===== src/design/spea_pkg.sv =====
package spea_pkg;

    // Field widths of the request, result and configuration channels.
    localparam int OP_W        = 2;
    localparam int RES_W       = 11;
    localparam int POT_W       = 24;
    localparam int STATUS_W    = 3;
    localparam int ENERGY_W    = 40;
    localparam int TOTAL_W     = 48;
    localparam int SPAN_W      = 6;
    localparam int CFG_INDEX_W = 2;
    localparam int CFG_DATA_W  = 11;

    // Store geometry and span limit.
    localparam int MAX_RESIDUES = 1024;
    localparam int ADDR_W       = $clog2(MAX_RESIDUES);
    localparam int MAX_CUTOFF   = 63;

    // A contribution is at most 4p in magnitude; the divisor is at most cutoff plus one.
    localparam int AMOUNT_W      = POT_W + 3;
    localparam int DIVIDEND_W    = POT_W + 2;
    localparam int DIVISOR_W     = $clog2(MAX_CUTOFF + 2);
    localparam int DIV_STEP_BITS = 2;
    localparam int DIV_CYCLES    = (DIVIDEND_W + DIV_STEP_BITS - 1) / DIV_STEP_BITS;
    localparam int DIV_PAD_W     = DIV_CYCLES * DIV_STEP_BITS;
    localparam int DIV_CNT_W     = $clog2(DIV_CYCLES);

    typedef enum logic [OP_W-1:0] {
        OP_ACCUM = 2'd0,
        OP_READ  = 2'd1,
        OP_CLEAR = 2'd2
    } op_t;

    typedef enum logic [STATUS_W-1:0] {
        ST_OK           = 3'd0,
        ST_IGNORED      = 3'd1,
        ST_OVER_CUTOFF  = 3'd2,
        ST_OUT_OF_RANGE = 3'd3,
        ST_BAD_WINDOW   = 3'd4
    } status_t;

    typedef enum logic [CFG_INDEX_W-1:0] {
        CFG_MAX_SPAN      = 2'd0,
        CFG_EXCLUDE_SPAN  = 2'd1,
        CFG_DECAY_ENABLE  = 2'd2,
        CFG_RESIDUE_COUNT = 2'd3
    } cfg_index_t;

    typedef enum logic [3:0] {
        S_INIT,
        S_IDLE,
        S_CHECK,
        S_RD,
        S_DIV,
        S_ADD,
        S_TOT,
        S_CLEAR,
        S_DONE
    } state_t;

    typedef logic signed [ENERGY_W-1:0] energy_t;
    typedef logic signed [TOTAL_W-1:0]  total_t;

    typedef struct packed {
        logic                rd_en;
        logic                wr_en;
        logic [ADDR_W-1:0]   addr;
        energy_t             wr_data;
    } mem_req_t;

endpackage


===== src/design/spea_div.sv =====
module spea_div import spea_pkg::*; (
    input  logic                  clk,
    input  logic                  rst_n,
    input  logic                  start,
    input  logic [DIVIDEND_W-1:0] dividend,
    input  logic [DIVISOR_W-1:0]  divisor,
    output logic                  done,
    output logic [DIVIDEND_W-1:0] quotient
);

    // Restoring division, two quotient bits per cycle. The remainder stays
    // below the divisor, so it needs only the divisor's width.
    logic                  busy_reg, busy_next;
    logic                  done_reg, done_next;
    logic [DIV_CNT_W-1:0]  cnt_reg, cnt_next;
    logic [DIV_PAD_W-1:0]  quo_reg, quo_next;
    logic [DIVISOR_W-1:0]  rem_reg, rem_next;
    logic [DIVISOR_W-1:0]  dsr_reg, dsr_next;

    logic [DIV_PAD_W-1:0]  quo_step;
    logic [DIVISOR_W-1:0]  rem_step;

    always_comb
    begin
        logic [DIVISOR_W:0] trial;
        quo_step = quo_reg;
        rem_step = rem_reg;
        for (int i = 0; i < DIV_STEP_BITS; i++)
        begin
            trial    = {rem_step, quo_step[DIV_PAD_W-1]};
            quo_step = {quo_step[DIV_PAD_W-2:0], 1'b0};
            if (trial >= {1'b0, dsr_reg})
            begin
                trial       = trial - {1'b0, dsr_reg};
                quo_step[0] = 1'b1;
            end
            rem_step = trial[DIVISOR_W-1:0];
        end
    end

    always_comb
    begin
        busy_next = busy_reg;
        done_next = 1'b0;
        cnt_next  = cnt_reg;
        quo_next  = quo_reg;
        rem_next  = rem_reg;
        dsr_next  = dsr_reg;
        if (start)
        begin
            busy_next = 1'b1;
            cnt_next  = '0;
            quo_next  = DIV_PAD_W'(dividend);
            rem_next  = '0;
            dsr_next  = divisor;
        end
        else if (busy_reg)
        begin
            quo_next = quo_step;
            rem_next = rem_step;
            cnt_next = cnt_reg + 1'b1;
            if (cnt_reg == DIV_CNT_W'(DIV_CYCLES - 1))
            begin
                busy_next = 1'b0;
                done_next = 1'b1;
            end
        end
    end

    always_ff @(posedge clk or negedge rst_n)
    begin
        if (!rst_n)
        begin
            busy_reg <= 1'b0;
            done_reg <= 1'b0;
            cnt_reg  <= '0;
        end
        else
        begin
            busy_reg <= busy_next;
            done_reg <= done_next;
            cnt_reg  <= cnt_next;
        end
    end

    always_ff @(posedge clk)
    begin
        quo_reg <= quo_next;
        rem_reg <= rem_next;
        dsr_reg <= dsr_next;
    end

    assign done     = done_reg;
    assign quotient = quo_reg[DIVIDEND_W-1:0];

endmodule


===== config.mk =====
export PLATFORM = sky130hd
export DESIGN_NAME = spea_div
export DESIGN_NICKNAME = d
export VERILOG_FILES = /design/src/design/spea_pkg.sv /design/src/design/spea_div.sv
export SDC_FILE = /design/constraint.sdc
export NUM_CORES = 1
export LEC_CHECK = 0
export BUFFER_PORTS_ARGS = -buffer_cell sky130_fd_sc_hd__buf_2
export CORE_ASPECT_RATIO = 1.25
export CORE_MARGIN = 2
export CORE_UTILIZATION = 50
export DETAILED_ROUTE_END_ITERATION = 10
export PLACE_DENSITY = 0.75
export SYNTH_ARGS = -nofsm -noshare
export SYNTH_HDL_FRONTEND = slang
export SYNTH_SLANG_ARGS = --single-unit

===== constraint.sdc =====
create_clock -name clk -period 5.55 [get_ports clk]
set_clock_uncertainty 0.1 [all_clocks]
set_input_delay 0.2775 -clock clk [delete_from_list [all_inputs] [get_ports clk]]
set_output_delay 0.2775 -clock clk [all_outputs]
set_load 0.03 [all_outputs]

==> flow_metrics.tcl, run 1 <==
set metrics [dict create \
    hold_viol 0 \
    max_slew_margin_pct 31.3 \
    finalCritPeriodShare_pct 73.8 \
    gp_congestion 0.860 \
    grt-ovfl-total 0 \
    ys.flop_type "edfxtp_1" \
    required_ps 5500 \
    layout.nets 343 \
    wire_per_inst_microns 15.5 \
    syn_inst 224 \
    ys_seq_area_share_pct 47.7 \
    drt_iter0_drc 64 \
    cp.arrival_ps 4050 \
    die-area_sq_um 5980 \
    dieWidth_microns 69.5 \
    fill_cells 410 \
    wirelength_microns 5450 \
    grtUsageTotal_pct 19.7 \
    start_util_pct 52.5 \
    ys_ff_latch 46 \
    tritoncts "done" \
    avgViaCountPerCell 5.64 \
    setup_viol_count_final 0 \
    drive_above_1_share_pct 37.6 \
    cp_num_buf_inv 2 \
    holdBufCountCts 1 \
    die_h_microns 85.9 \
    yosys_warnings 0 \
    dp_cells 343 \
    fin_crit_ps 4100 \
    power_density_nw_per_um2 471 \
    r2r_slack_ps 1450 \
    ys_types 49 \
    synth_area_sq_um 2690 \
    grt_pass1_vias 1975 \
    crit_chain "inv_1 > ha_1 > inv_1 > fa_1 > a211oi_1 > o21ai_2 > a21oi_4 > mux2_2 > ha_1 > nor2b_4 > o31a_1 > o21a_1 > o21ai_4 > nand2_1 > mux2_2" \
    antenna_found_initial 0 \
    grt_pass1_wl_microns 9240 \
    synth_edf_count 33 \
    numCtsBuffers 5 \
    diodes 0 \
    drv_slew 0 \
    totalNegativeSetupSlack_ps 0 \
    port_buffers 62 \
    critPathKind "reg -> reg" \
    area_delta_synth_final_pct 17.2 \
    rsz0062_at_grt "false" \
    p_leak_nw 1.36 \
    path_clk_slew_ps 80 \
    drc 0 \
    final-instance-count-excl-fill 352 \
    largest_register_ffs 26 \
    avgSynthCellArea_sq_um 12.0 \
    cts_resized 0 \
    place_hpwl_microns 4210 \
    grt_max_degree 42 \
    hp-class "in -> reg" \
    ioPinCount 63 \
    clock.fmax_ghz 0.244 \
    critPathCaptureType "register" \
    critPathMaxStageDelay_ps 430 \
    crit_fanout 7 \
    clock-sinks 46 \
    tightest_slew_ps 1030 \
    critical-path-top-delay-family "compound AO/OA/AOI/OAI gates" \
    crit_slowest_cell "edfxtp_1" \
    drtPass1Iterations 4 \
    rows 29 \
    outcome "finished, final reports clean" \
    vias 1987 \
    root_buffer "clkbuf_8" \
    peakVddDrop_mv 0.297 \
    core_area_sq_um 5120 \
    postRouteAntennaNets 0 \
    synth_nets 278 \
    htreeDepth 2 \
    cts_max_path_buffers 2 \
    async_flop_share_pct 13.0 \
    worstSetupStartpointType "register" \
    clock_latency_ps 290 \
    cap_viol_max_count 0 \
    cts_setup_buffers 0 \
]
-- per-layer routing --
metal	share of wire (%)	up-vias	global-route usage, %
met4	1.8	0	7.66
li1	-	966	-
met3	4.6	9	3.76
met5	0	-	0
met1	42	953	23.6
met2	51	59	35.0
-- worst paths after layout --
check | startpoint | cells after the start | end
max in group asynchronous | rst_n | 2 | cnt_reg[1]
hold / removal | divisor[4] | 1 | dsr_reg[4]
setup / recovery | quotient[25] | 15 | quotient[0]
min in group asynchronous | rst_n | 2 | cnt_reg[2]
setup reg to reg | quotient[25] | 15 | quotient[0]
hold reg to reg | rem_reg[6] | 2 | rem_reg[6]
-- power by group --
part	leakage [nW]	switching, mW	internal, mW
Combinational	0.843	0.460	0.350
Clock	0.0385	0.113	0.0893
Sequential	0.479	0.0359	0.436
-- cell usage after synthesis, drive strengths merged (5+ instances only) --
master   n  area share (%)
nor2    16             2.2
nand2   11             1.5
clkbuf   5            0.70
dfrtp    6             5.6
ha      16             7.5
dfxtp    7             5.2
edfxtp  33              37
nand3    6             1.1
mux2    29              12
nand4    7             1.6
nor2b    6             1.7
inv     18             2.5
o21ai   10             2.6
-- cell type report --
class / count / area (sq um) / share of cell area (%)
Tap cell: 62 / 77.6 / 2.46
Inverter: 18 / 67.6 / 2.15
Clock buffer: 7 / 76.3 / 2.42
Multi-Input combinational cell: 155 / 1320 / 41.9
Clock inverter: 1 / 7.51 / 0.238
Sequential cell: 46 / 1280 / 40.7
Timing Repair Buffer: 63 / 320 / 10.2
-- cell usage in the layout (no fill, tap or decap), drive strengths merged, types with 2 or more instances in the layout --
| cell type | n |
|---|---|
| a31oi | 2 |
| a221o | 2 |
| o21a | 4 |
| a21oi | 2 |
| a21boi | 3 |
| mux2 | 29 |
| inv | 18 |
| nand3 | 6 |
| nor3 | 2 |
| a21o | 4 |
| dfxtp | 7 |
| edfxtp | 33 |
| nand2 | 11 |
| a211oi | 3 |
| dfrtp | 6 |
| fa | 2 |
| o21ai | 10 |
| o211ai | 3 |
| nor2 | 16 |
| nand4 | 7 |
| nand2b | 3 |
| nor4 | 2 |
| xnor2 | 2 |
| nor2b | 6 |
| ha | 16 |
| buf | 62 |
| clkbuf | 7 |
| mux2i | 3 |
| xor2 | 4 |
-- through the flow --
step / utilization (%) / setup WS, ps / hold slack, ps / power (mW) / area [sq um]
3_5_place_dp: 59.7 / 1440 / 10.3 / 1.28 / 3050
4_1_cts: 61.5 / 1440 / 43.9 / 1.49 / 3150
6_report: 61.5 / 1450 / 50.8 / 1.48 / 3150
3_3_place_gp: 59.7 / 1520 / 7.46 / 1.28 / 3050
2_1_floorplan: - / 1520 / -118 / 1.11 / 2690
5_1_grt: 61.5 / 1230 / 39.3 / 1.59 / 3150
-- cells by family (layout without fill, tap and decap cells) --
logic type,count (synthesis),count (layout),share of synthesized area [%]
XOR/XNOR,6,6,1.96
adder cells (fa/ha/maj),18,18,8.95
AND/OR/NAND/NOR,57,57,11.0
multiplexers,32,32,13.3
AO/OA/AOI/OAI,42,42,13.8
buffers and inverters,23,89,3.22
flip-flops,46,46,47.7
Power figures use the tool's default switching activity.
==> run 2: changes to the inputs <==
--- a/config.mk
+++ b/config.mk
@@ -8,9 +8,9 @@
 export BUFFER_PORTS_ARGS = -buffer_cell sky130_fd_sc_hd__buf_2
 export CORE_ASPECT_RATIO = 1.25
 export CORE_MARGIN = 2
-export CORE_UTILIZATION = 50
+export CORE_UTILIZATION = 49
 export DETAILED_ROUTE_END_ITERATION = 10
-export PLACE_DENSITY = 0.75
+export PLACE_DENSITY = 0.77
 export SYNTH_ARGS = -nofsm -noshare
 export SYNTH_HDL_FRONTEND = slang
 export SYNTH_SLANG_ARGS = --single-unit
==> constraint.sdc (replaced) <==
create_clock -name clk -period 3.4 [get_ports clk]
set_clock_uncertainty 0.1 [all_clocks]
set_input_delay 0.17 -clock clk [delete_from_list [all_inputs] [get_ports clk]]
set_output_delay 0.17 -clock clk [all_outputs]
set_load 0.03 [all_outputs]
==> run 2 against run 1 <==
Register-to-register slack worse by 1800 ps. Largest cell class unchanged. The flow now finishes with violations (setup timing). Sequential cell count stayed put. Fmax is 10% higher. Core utilization is 5.7 points higher. Critical endpoint unchanged. Non-clock buffer count is 41 higher.
==> flow_metrics.tcl, run 2 (synthesis results as in run 1) <==
set metrics [dict create \
    layout_commonest_cell "buf_2" \
    critical-path-top-delay-family "compound AO/OA/AOI/OAI gates" \
    dp_cells 367 \
    p_leak_nw 1.59 \
    crit_chain "inv_1 > ha_2 > inv_2 > fa_2 > a211oi_2 > o21ai_2 > a21oi_4 > mux2_4 > ha_4 > nor2b_4 > o31a_1 > o21a_2 > o21ai_4 > nand2_2 > mux2_2" \
    clock-sinks 46 \
    htreeDepth 2 \
    rsz0062_at_grt "true" \
    totalNegativeSetupSlack_ps -1950 \
    drive_above_1_share_pct 48.6 \
    finalCritPeriodShare_pct 109 \
    final-instance-count-excl-fill 395 \
    gp_congestion 0.970 \
    peakVddDrop_mv 0.550 \
    numCtsBuffers 5 \
    path_clk_slew_ps 90 \
    crit_slowest_cell "edfxtp_1" \
    hold_viol 0 \
    core_area_sq_um 5370 \
    startpoint "quotient[25]" \
    port_buffers 62 \
    vias 2222 \
    wirelength_microns 6910 \
    place_hpwl_microns 4860 \
    r2r-start "quotient[25]" \
    outcome "complete, but fails checks" \
    postRouteAntennaNets 0 \
    rows 30 \
    hp-class "in -> reg" \
    setup_viol_count_final 8 \
    grt_max_degree 30 \
    tightest_slew_ps 1070 \
    die-area_sq_um 6090 \
    critPathCaptureType "register" \
    largest_register_ffs 26 \
    grt-ovfl-total 0 \
    grt_pass1_wl_microns 11000 \
    die_h_microns 86.8 \
    clock.fmax_ghz 0.270 \
    setup_slack_ps -310 \
    tritoncts "done" \
    drtPass1Iterations 6 \
    avgViaCountPerCell 5.63 \
    critPathMaxStageDelay_ps 410 \
    fin_crit_ps 3710 \
    cp_num_buf_inv 2 \
    power_density_nw_per_um2 849 \
    drv_slew 0 \
    grtUsageTotal_pct 23.7 \
    worstSetupStartpointType "register" \
    required_ps 3360 \
    diodes 0 \
    start_util_pct 50.0 \
    grt_pass1_vias 2308 \
    most-common-layout-cells "62 x buf_2, 33 x edfxtp_1, 31 x buf_4" \
    critPathKind "reg -> reg" \
    area_delta_synth_final_pct 34.3 \
    layout.nets 384 \
    dieWidth_microns 70.2 \
    drt_iter0_drc 102 \
    fill_cells 372 \
    wire_per_inst_microns 17.5 \
    clock_latency_ps 300 \
    max_slew_margin_pct 28.8 \
    cap_viol_max_count 0 \
    drc 0 \
    root_buffer "clkbuf_8" \
    violations "setup timing" \
    antenna_found_initial 0 \
    cts_max_path_buffers 2 \
    crit_fanout 6 \
    cp.arrival_ps 3670 \
    min_from "dividend[16]" \
    ioPinCount 63 \
]
run 2: cell count changes in the layout (fill, tap and decap cells not counted), sizes merged:
cell	before	now
clkinv	0	2
clkinvlp	1	0
dlygate4sd3	1	8
buf	62	96
clkbuf	7	6
run 2: through the flow:
step	total power [mW]	instance area (sq um)	hold slack (ps)	util (%)	setup slack, ps
CTS	2.91	3540	59.6	66.0	-216
floorplan	1.87	2720	-226	-	-394
global route	3.25	3610	60.1	67.2	-469
global placement	2.35	3260	-98.8	60.7	-176
finish	3.06	3610	67.8	67.2	-310
detailed placement	2.38	3260	-96.0	60.7	-257
run 2: cell type report:
type / count / area (sq um) / area share (%)
inverters: 18 / 67.6 / 1.87
repair buffers: 104 / 657 / 18.2
multi-input cells: 155 / 1440 / 39.8
flip-flops and latches: 46 / 1280 / 35.5
well taps: 64 / 80.1 / 2.22
clock inverters: 2 / 13.8 / 0.382
clock buffers: 6 / 72.6 / 2.01
run 2: worst register-to-register path: stages, from the launching register on:
cell	delay, ps
edfxtp_1	410
inv_1	80
ha_2	190
inv_2	40
fa_2	340
a211oi_2	210
o21ai_2	130
a21oi_4	300
mux2_4	360
ha_4	220
nor2b_4	120
o31a_1	250
o21a_2	240
o21ai_4	140
nand2_2	80
mux2_2	260
run 2: path summary, 6_finish.rpt:
kind,endpoint,slack [ps],cells past startpoint
max,quotient[0],-310,15
min,quotient[16],70,2
max reg2reg,quotient[0],-310,15
min reg2reg,rem_reg[1],390,2
max in group asynchronous,done,2940,2
min in group asynchronous,cnt_reg[1],120,2
run 2: per-layer routing:
layer  GRT usage, %  routed length (microns)  up-vias
li1               -                        -     1045
met1           28.7                     2730     1064
met2           42.3                     3620       96
met3           3.60                      389       17
met4           9.44                      171        0
met5              0                        0        -
run 2: power breakdown:
group	internal (mW)	total [mW]	switching (mW)
Combinational	0.965	1.95	0.988
Sequential	0.711	0.777	0.0657
Clock	0.145	0.334	0.188
run 2: repair_timing:
item | in CTS | in global routing
setup buffers | 9 | 4
gates resized for setup | 14 | 11
endpoints found under the hold margin | 13 | 0
pin swaps | 7 | 4
hold buffers | 8 | 0
setup endpoints to repair | 8 | 8
